`config.mk`:
```
export PLATFORM = sky130hd
export DESIGN_NAME = bidst_cell
export DESIGN_NICKNAME = d
export VERILOG_FILES = /design/src/design/assert_macros.svh /design/src/design/bidst_pkg.sv /design/src/design/bidst_cell.sv
export SDC_FILE = /design/constraint.sdc
export NUM_CORES = 1
export LEC_CHECK = 0
export CORE_ASPECT_RATIO = 1.75
export CORE_UTILIZATION = 45
export DETAILED_ROUTE_END_ITERATION = 16
export DONT_BUFFER_PORTS = 1
export SYNTH_ARGS = -nofsm -noshare
export SYNTH_HDL_FRONTEND = slang
export SYNTH_SLANG_ARGS = --single-unit
```
`constraint.sdc`:
```
create_clock -name clk_i -period 3.57 [get_ports clk_i]
set_clock_uncertainty 0.1 [all_clocks]
set_input_delay 0.1785 -clock clk_i [delete_from_list [all_inputs] [get_ports clk_i]]
set_output_delay 0.1785 -clock clk_i [all_outputs]
set_load 0.05 [all_outputs]
```
`src/design/assert_macros.svh`:
```
// Assertion shorthands shared by the RTL. Each one samples on the rising edge
// of clk_i and is switched off while rst_ni is low.
`ifndef ASSERT_MACROS_SVH
`define ASSERT_MACROS_SVH

// The property must hold at every sampled edge.
`define ASSERT_ALWAYS(lbl, prop) \
  lbl: assert property (@(posedge clk_i) disable iff (!rst_ni) (prop)) \
    else $error("assertion failed");

// When the antecedent holds, the consequent holds at the same edge.
`define ASSERT_IMPL(lbl, ante, cons) \
  lbl: assert property (@(posedge clk_i) disable iff (!rst_ni) (ante) |-> (cons)) \
    else $error("assertion failed");

// When the antecedent holds, the consequent holds at the next edge.
`define ASSERT_NEXT(lbl, ante, cons) \
  lbl: assert property (@(posedge clk_i) disable iff (!rst_ni) (ante) |=> (cons)) \
    else $error("assertion failed");

`endif

```
`src/design/bidst_pkg.sv`:
```
`default_nettype none

package bidst_pkg;

  // Width of a group identifier.
  localparam int ID_W = 23;

  // Action codes. Any other code is treated as a lookup.
  localparam logic [1:0] ACT_ADD    = 2'd1;
  localparam logic [1:0] ACT_REMOVE = 2'd2;

  // Result status codes.
  typedef enum logic [2:0] {
    ST_LOOKUP  = 3'd0,
    ST_ADDED   = 3'd1,
    ST_PRESENT = 3'd2,
    ST_FULL    = 3'd3,
    ST_REMOVED = 3'd4,
    ST_INVALID = 3'd5
  } status_e;

  // One request item.
  typedef struct packed {
    logic [1:0]      action;
    logic [ID_W-1:0] group_id;
  } in_item_t;

  // One result item.
  typedef struct packed {
    logic       found;
    logic [2:0] status;
    logic [7:0] entry_count;
  } out_item_t;

  // Update command broadcast to every cell.
  typedef struct packed {
    logic add_en;
    logic rm_en;
  } cell_cmd_t;

endpackage

`default_nettype wire

```
`src/design/bidst_cell.sv`:
```
`default_nettype none

// One slot of the set. It compares its entry against the incoming identifier,
// takes a new identifier when it is the append slot, and takes its upper
// neighbor's entry when a remove compacts the row.
module bidst_cell #(
  parameter int IDX   = 0,
  parameter int CNT_W = 8
) (
  input  wire                           clk_i,
  input  wire                           cmp_en_i,
  input  wire  [bidst_pkg::ID_W-1:0]    cmp_id_i,
  input  wire  [bidst_pkg::ID_W-1:0]    wr_id_i,
  input  wire  [CNT_W-1:0]              count_i,
  input  bidst_pkg::cell_cmd_t          cmd_i,
  input  wire                           shift_i,
  input  wire  [bidst_pkg::ID_W-1:0]    nbr_entry_i,
  output logic [bidst_pkg::ID_W-1:0]    entry_o,
  output logic                          match_o
);
  import bidst_pkg::*;

  logic [ID_W-1:0] entry_q;
  logic            match_q;
  logic            occupied;
  logic            is_tail;

  // The slot holds a live entry when its position is below the count.
  assign occupied = (CNT_W'(IDX) < count_i);
  assign is_tail  = (CNT_W'(IDX) == count_i);

  // Compare once, when the request is taken.
  always_ff @(posedge clk_i) begin
    if (cmp_en_i) begin
      match_q <= occupied && (entry_q == cmp_id_i);
    end
  end

  // Append at the tail, or pull the neighbor's entry down on a remove.
  always_ff @(posedge clk_i) begin
    if (cmd_i.add_en && is_tail) begin
      entry_q <= wr_id_i;
    end else if (cmd_i.rm_en && shift_i) begin
      entry_q <= nbr_entry_i;
    end
  end

  assign entry_o = entry_q;
  assign match_o = match_q;

endmodule

`default_nettype wire

```
==> flow_summary.ini <==
[status]
status = finished, violations left
violations = design-rule violations

[timing]
worst_slack_ps = 1530
timing.slew.headroom = 0.403
period_share = 0.571
drv_slew = 0
period_needed_ps = 2040
worstMarginPinSlew_ps = 894
hold_slack_ps = 35.6
hold_violations = 0
rsz0062_at_grt = false
tns_ps = 0
max_freq_ghz = 0.490
setup_viol = 0

[clocking]
cts_setup_buffers = 0
path_clk_slew_ps = 80
cts_tree = done
cts_resized = 0
cts_max_level = 1
clock-root-buffer = clkbuf_8
clk-insertion-delay-late_ps = 250
clkSinkCount = 24
clk_path_buf_depth = 2
cts_inserted_buffers = 3

[floorplanning]
io_pins = 106
rows = 26
die-height_um = 74.7
die_width_um = 43.5
initial_core_util = 0.469
die-area_um2 = 3250
coreArea_um2 = 2900

[worst_setup_path]
path_max_fanout = 2
max_stage_delay_ps = 620
r2r_slack_ps = 1530
worstPathCellList = xor2_1 -> nor4_1 -> nand4_1 -> nor4_1
arrival_ps = 2020
r2r_cells = 4
worstSetupStartpointType = flop
worstSetupPathType = reg -> reg
slowest_stage = edfxtp_1
cp.required_ps = 3550
cp-end-kind = flop
crit_path_frequent_cell = nor4_1

[placement]
gp_congestion = 0.638
portBuffers = 0
place_hpwl_mm = 2.01
pre_cts_ws_ps = 1460
post_dp_cell_area_um2 = 1380

[hold_path]
min_path_type = in -> reg
whs_path_depth = 1

[detailed_routing]
wire_per_inst_um = 20.4
via_per_inst = 6.21
route.antenna.remaining_nets = 0
dr.pass1.iters = 10
dr_total_vias = 727
wl_mm = 2.39
drc = 10
drt_iter0_drc = 19

[finish]
utilization = 0.494
antenna_cells = 0
multi_input_area_um2 = 616
regArea_um2 = 721
nFillCells = 268
nets = 173
final_area_um2 = 1430
area_growth_pct = 5.25
drive_above_1_share = 0.326

[logic_synthesis]
synth-simple-area-share = 0.0617
syn_area_um2 = 1360
syn_nets = 168
ys_top_cells_by_count = edfxtp_1 (24), mux2_4 (19), xor2_1 (16)
synth_cell_types = 13
synth_ff_type = edfxtp_1
synth_seq_cells = 24
synthArstFlopShare = 0
avgSynthCellArea_um2 = 15.8
yosysSeqAreaShare = 0.530
syn_inst = 86
synth_most_common_cell = edfxtp_1
yosysWarnings = 0
synthMuxAreaShare = 0.243
synth_fa_ha_area_frac = 0
synth_edf_count = 24
synth.largest_area_cell = edfxtp_1
synthXorXnorAreaFrac = 0.148
synth_compound_area_frac = 0
synth_top_area_share = 0.530
synth_top_family_by_area = multiplexers
synthTopCellsByArea = edfxtp_1 (53%), mux2_4 (21%), xor2_1 (10%)

[power_and_ir_drop]
cellPowerDensity_nw_per_um2 = 428
p_leak_nw = 0.555
ir_worst_vdd_uv = 308

[grt]
globalRouteMet1Util = 0.112
gr-total-overflow = 0
met2_usage = 0.279
antenna_found_initial = 0
grt_max_degree = 24
grt.busiest_layer = met2
grt_pass1_vias = 712
grt_pass1_wl_mm = 3.11
track_usage = 0.138
use_met3 = 0.0456

[job]
maxCapViolations = 0
[where the power goes]
part	leakage (nW)	switching [mW]	internal [mW]
Clock	0.0216	0.0734	0.0751
Combinational	0.307	0.0193	0.0334
Sequential	0.227	0.0777	0.333
[per-layer routing]
metal | routed length, µm | vias to the layer above | part of all wire
met5 | 0 | - | 0
li1 | - | 330 | -
met2 | 1490 | 60 | 0.62
met3 | 242 | 2 | 0.10
met4 | 19 | 0 | 0.0080
met1 | 637 | 335 | 0.27
[flip-flops by register name, indices dropped and copies added (netlist names)]
signal / flops
entry_o: 23
match_o: 1
[cell families after synthesis]
| family | Yosys count |
|---|---|
| XOR/XNOR | 23 |
| multiplexers | 23 |
| flip-flops | 24 |
| AND/OR/NAND/NOR | 14 |
| buffers and inverters | 2 |
[final cells by class]
class                      instances  area share
timing repair buffer               2      0.0122
tap                               28      0.0245
clock buffer                       3      0.0289
sequential                        24       0.504
multi-input combinational         60       0.430
[cell usage in the layout (no fill, tap or decap), drive strengths merged, types with 2 or more instances in the layout]
cell type / n
xnor2: 7
or4: 2
nor4: 5
nand2: 3
nand4: 2
xor2: 16
clkbuf: 3
edfxtp: 24
mux2: 23
[worst max-delay path: cells and delay by family (launching register included)]
kind | cells | cell delay [ps]
flops | 1 | 620
simple gates | 3 | 910
xor+xnor | 1 | 230
[timing repair]
action / CTS / global route
setup endpoints to repair: 0 / 0
hold buffers: 1 / 0
endpoints found under the hold margin: 1 / 0
[metrics by stage]
step | power (mW) | std cells
after CTS | 0.622 | 117
after global placement | 0.469 | 113
final | 0.612 | 117
after detailed placement | 0.471 | 113
after global routing | 0.640 | 117
after floorplan | 0.459 | 86
[path summary, 6_finish.rpt]
path                    from           to
max reg2reg       entry_o[7]      match_o
min          nbr_entry_i[17]  entry_o[17]
min reg2reg      entry_o[15]      match_o
max               entry_o[7]      match_o
Power figures use the tool's default switching activity.
