$ cat config.mk
export PLATFORM = sky130hd
export DESIGN_NAME = bidst_scan
export DESIGN_NICKNAME = d
export VERILOG_FILES = /design/src/design/assert_macros.svh /design/src/design/bidst_scan.sv
export SDC_FILE = /design/constraint.sdc
export NUM_CORES = 1
export LEC_CHECK = 0
export ABC_AREA = 1
export BUFFER_PORTS_ARGS = -buffer_cell sky130_fd_sc_hd__buf_2
export CORE_MARGIN = 4
export CORE_UTILIZATION = 41
export DETAILED_ROUTE_END_ITERATION = 10
export PLACE_DENSITY = 0.81
export SLEW_MARGIN = 25
export SYNTH_ARGS = -nofsm -noshare
export SYNTH_HDL_FRONTEND = slang
export SYNTH_SLANG_ARGS = --single-unit
$ cat constraint.sdc
create_clock -name vclk -period 1.3
set_input_delay 0.195 -clock vclk [all_inputs]
set_output_delay 0.195 -clock vclk [all_outputs]
set_load 0.02 [all_outputs]
$ cat src/design/assert_macros.svh
// Assertion shorthands shared by the RTL. Each one samples on the rising edge
// of clk_i and is switched off while rst_ni is low.
`ifndef ASSERT_MACROS_SVH
`define ASSERT_MACROS_SVH

// The property must hold at every sampled edge.
`define ASSERT_ALWAYS(lbl, prop) \
  lbl: assert property (@(posedge clk_i) disable iff (!rst_ni) (prop)) \
    else $error("assertion failed");

// When the antecedent holds, the consequent holds at the same edge.
`define ASSERT_IMPL(lbl, ante, cons) \
  lbl: assert property (@(posedge clk_i) disable iff (!rst_ni) (ante) |-> (cons)) \
    else $error("assertion failed");

// When the antecedent holds, the consequent holds at the next edge.
`define ASSERT_NEXT(lbl, ante, cons) \
  lbl: assert property (@(posedge clk_i) disable iff (!rst_ni) (ante) |=> (cons)) \
    else $error("assertion failed");

`endif

$ cat src/design/bidst_scan.sv
`default_nettype none

// Reduces the per-cell match bits: any hit, and a prefix OR that marks every
// cell at or above the hit position, which are the cells that shift down.
module bidst_scan #(
  parameter int N = 128
) (
  input  wire  [N-1:0] match_i,
  output logic         any_o,
  output logic [N-1:0] shift_o
);

  localparam int STEPS = $clog2(N);

  // Log-depth prefix OR toward higher positions.
  always_comb begin
    logic [N-1:0] p;
    p = match_i;
    for (int s = 0; s < STEPS; s++) begin
      p = p | (p << (1 << s));
    end
    shift_o = p;
  end

  assign any_o = |match_i;

endmodule

`default_nettype wire

==> key figures, run 1 <==
Run status
  – Status: did not finish
  – Stopping stage: global routing (5_1_grt)
  – Error msg: [ERROR DPL-0038] Utilization greater than 100%, impossible to legalize

Logic synthesis
  – Post-synthesis mux area share: 0%
  – XOR/XNOR Fraction of Synth Area: 0%
  – Synth Area in Adders: 0%
  – Gate Count Post-Synth: 976
  – Area share of the largest cell type after synthesis: between 30% and 40%
  – Main area contributors after synthesis: nand2_1 (36%), nor2_1 (28%), inv_1 (19%)
  – Mean Syn Cell Area: 4.07 µm²
  – Simple-gate portion of the synthesized area: 79.7%
  – Synth Net Count: 1104
  – Yosys warns: 0
  – Compound-Gate Fraction of Synth Area: 0%
  – Synthesized area: around 0.0040 mm²
  – Largest family of logic cells by synthesized area: simple AND/OR/NAND/NOR gates
  – Unique masters post-synth: 17
  – Sequential-to-total area share from yosys stat: 0%
  – Top cell type by total area after synthesis: nand2_1

Placement
  – Post-Place Cell Area: about 0.0063 mm²
  – Detail Placement HPWL: between 15 and 20 mm
  – RePlAce Congestion: roughly 0.98
  – Pre-CTS WS: -432 ps
  – PortBufs: between 200 and 300

Floorplanning
  – Die height: approximately 110 µm
  – Starting density of the core: approximately 43%
  – FP Rows: 35
  – Top Ports: 257
  – Die X: 106 µm

GRT
  – Largest net degree at the start of global routing: 6

STA
  – Worst EP post-GRT repair: shift_o[115]
  – Worst ep type: primary output
## stage by stage
step / TNS, ps / utilization [%] / hold slack, ps / cells
after floorplan: -6220 / - / 496 / 976
after global placement: -32800 / 68.0 / 735 / 1445
after detailed placement: -35180 / 68.0 / 737 / 1445
after CTS: -24120 / 87.8 / 698 / 1457
## repair_timing
action | 4_1_cts
endpoints found under the setup margin | 117
setup buffers | 12
gates resized for setup | 625
pin swaps | 148
hold buffers | 0
## synth_stat cells, drive strengths merged
| master | instances |
|---|---|
| or2 | 3 |
| nand2 | 395 |
| clkinv | 1 |
| nor2 | 331 |
| buf | 2 |
| and2 | 5 |
| nand3 | 27 |
| inv | 210 |
| nand4 | 2 |
## cells by family after synthesis
kind of cell / Yosys count
buf+inv: 213
simple gates: 763
==> run 2, diff against run 1 <==
CORE_UTILIZATION = 38   (was 41)
PLACE_DENSITY = default   (was 0.81)
PLACE_DENSITY_LB_ADDON = 0.15   (was default)
clock period = 1.7 ns   (was 1.3 ns; I/O delays follow)
==> run 2 against run 1 <==
The flow now finishes, with violations (setup timing). Synthesized cell count is the same. Area after synthesis unchanged.
==> key figures, run 2 <==
GRT
  – Number of global-route vias before repair: between 5000 and 6000
  – Initial antenna violation count: 4
  – Largest net degree at the start of global routing: 6
  – First-pass GRT wire length: 27.2 mm
  – GRT Util Overall: between 20 and 30%
  – GR Overflow Total: 0

STA
  – Slew margin rel.: 84.3%
  – Final hold slack: approximately 830 ps
  – Final Hold Viols: 0
  – Worst Tran Pin Value: approximately 240 ps
  – Max Slew Vio Count: 0
  – Final setup slack of the worst path: -103 ps
  – Final period util: 106%
  – RSZ-0062 raised after global routing: true
  – Fmax: around 550 MHz
  – Min Clock Period, post-route: ~1800 ps
  – Final Setup Violations: 34

Placement
  – Pre-CTS WS: -130 ps (+302 ps)
  – Detail Placement HPWL: 17.2 mm (-4.0%)
  – Post-Place Cell Area: 0.00581 mm² (-8.5%)
  – PortBufs: 257 (unchanged)
  – RePlAce Congestion: 1.02 (+3.4%)

Power
  – Sw Pwr: a little over 500 µW
  – Clk pwr share: 0%
  – Logic pwr share: 100.0%
  – Pwr Density: between 100 and 150 mW/mm²
  – Total power: about 790 µW
  – Switch share: between 60 and 70%
  – Leak: around 0.0032 µW
  – Int Pwr: 277 µW
  – Seq pwr share: 0%
  – Worst VDD drop: roughly 0.088 mV

Logic synthesis
  – Synth Net Count: 1104 (unchanged)
  – Top cell type by total area after synthesis: nand2_1
  – Main area contributors after synthesis: nand2_1 (36%), nor2_1 (28%), inv_1 (19%)
  – Gate Count Post-Synth: 976 (unchanged)
  – Synthesized area: 0.00397 mm² (unchanged)
  – Sequential-to-total area share from yosys stat: 0% (unchanged)
  – Top-count cell post-synth: nand2_1
  – Yosys warns: 0 (unchanged)
  – Commonest cells in the netlist: nand2_1 (379), nor2_1 (300), inv_1 (206)
  – Mean Syn Cell Area: 4.07 µm² (unchanged)
  – Area share of the largest cell type after synthesis: 35.8% (unchanged)
  – Unique masters post-synth: 17 (unchanged)

Worst setup path
  – CP arrival: about 1600 ps
  – Worst Path Required: 1440 ps
  – Critical path launch point type: input port
  – CP max FO: 3
  – Crit. End Element: primary output
  – Worst setup path category: input port to primary output
  – CP startpoint: match_i[10]

Detailed routing
  – DRC Markers: 0
  – Final ANT Viol Nets: 0
  – Routed len/inst: 14.6 µm
  – Vias per cell: approximately 4.8
  – Via count: 6786
  – First-iteration detailed-routing DRC count: between 300 and 400
  – Routed WL: ~21 mm
  – TritonRoute pass-1 iters: 5

Cells and area
  – Clk_buf instances: 0
  – Num sequential: 0
  – P&R area growth vs syn: 85.7%
  – Reg area: 0 µm²
  – FILL cells: about 950
  – Finished Cell Area: 0.00738 mm²
  – Proportion of layout cells with a drive suffix above 1: 58.7%
  – Multi-input logic area: about 0.0045 mm²
  – Total Nets Final: 1417
  – Most frequent cells in the layout: nand2_1 (238), buf_2 (225), inv_1 (142)
  – Most common cell after layout, fill and taps aside: nand2_1

Run status
  – Failing checks: setup timing
  – Status: finished with violations

Floorplanning
  – FP Rows: 37 (+5.7%)
  – Die area: between 0.01 and 0.015 mm²
  – Die X: 110 µm (+3.6%)
  – Core box area: about 0.010 mm²
  – Starting density of the core: 38.7% (-3.9 points)
  – Die height: 110 µm (+3.6%)
  – Top Ports: 257 (unchanged)

Worst hold path
  – HP Start: match_i[0]
  – Hold Path Class: input port to primary output

Flow run
  – Max-Cap Viols: 0

Clocking
  – Hold_buf cts: 0 (unchanged)
## run 2: cell counts after synthesis
Identical to the previous run, type by type.
## run 2: critical path, cell delays in order
cell and delay, ps:
buf_2 130, nor2_1 160, nand2_1 190, nor2_4 200, nand2_4 70, inv_4 80
nand2_2 90, nor2_2 150, nand2_1 70, buf_2 150
## run 2: final timing paths
check             cells past startpoint      endpoint  slack, ps
setup / recovery                     10  shift_o[119]       -100
hold / removal                        3    shift_o[0]        830
## run 2: logic make-up after synthesis
kind of cell           share of synthesized area, %
AND/OR/NAND/NOR                                79.7
buffers and inverters                          20.3
## run 2: metal layers
metal  GRT usage [%]  share of wire (%)  vias up
li1                -                  -     3413
met1            33.8                 38     2983
met5               0              0.034        -
met3            3.32                7.2       63
met2            55.6                 51      325
met4            6.60                3.8        2
## run 2: what timing repair did
action / CTS / global route
pin swaps: 19 / 106
setup buffers: 1 / 4
endpoints found under the setup margin: 66 / 102
resized for setup: 60 / 488
## run 2: layout make-up
type	instances	area share [%]
multi-input combinational	763	60.9
inverter	211	10.9
timing repair buffer	313	25.8
antenna	3	0.102
tap	136	2.31
## run 2: per-stage QoR
stage                     setup TNS [ps]  utilization [%]  cells
after CTS                          -43.6             58.3   1419
after floorplan                        0                -    976
after global routing               -3890             71.8   1425
after global placement             -3180             56.5   1418
after detailed placement           -3620             56.5   1418
final                              -1070             71.8   1426
## run 2: power groups by stage
| stage | registers [µW] | logic, µW | clock network [µW] |
|---|---|---|---|
| floorplan | 0 | 276 | 0 |
| global placement | 0 | 565 | 0 |
| detailed placement | 0 | 561 | 0 |
| CTS | 0 | 585 | 0 |
| global route | 0 | 854 | 0.000157 |
| finish | 0 | 791 | 0.000236 |
(Power assumes the default switching activity.)
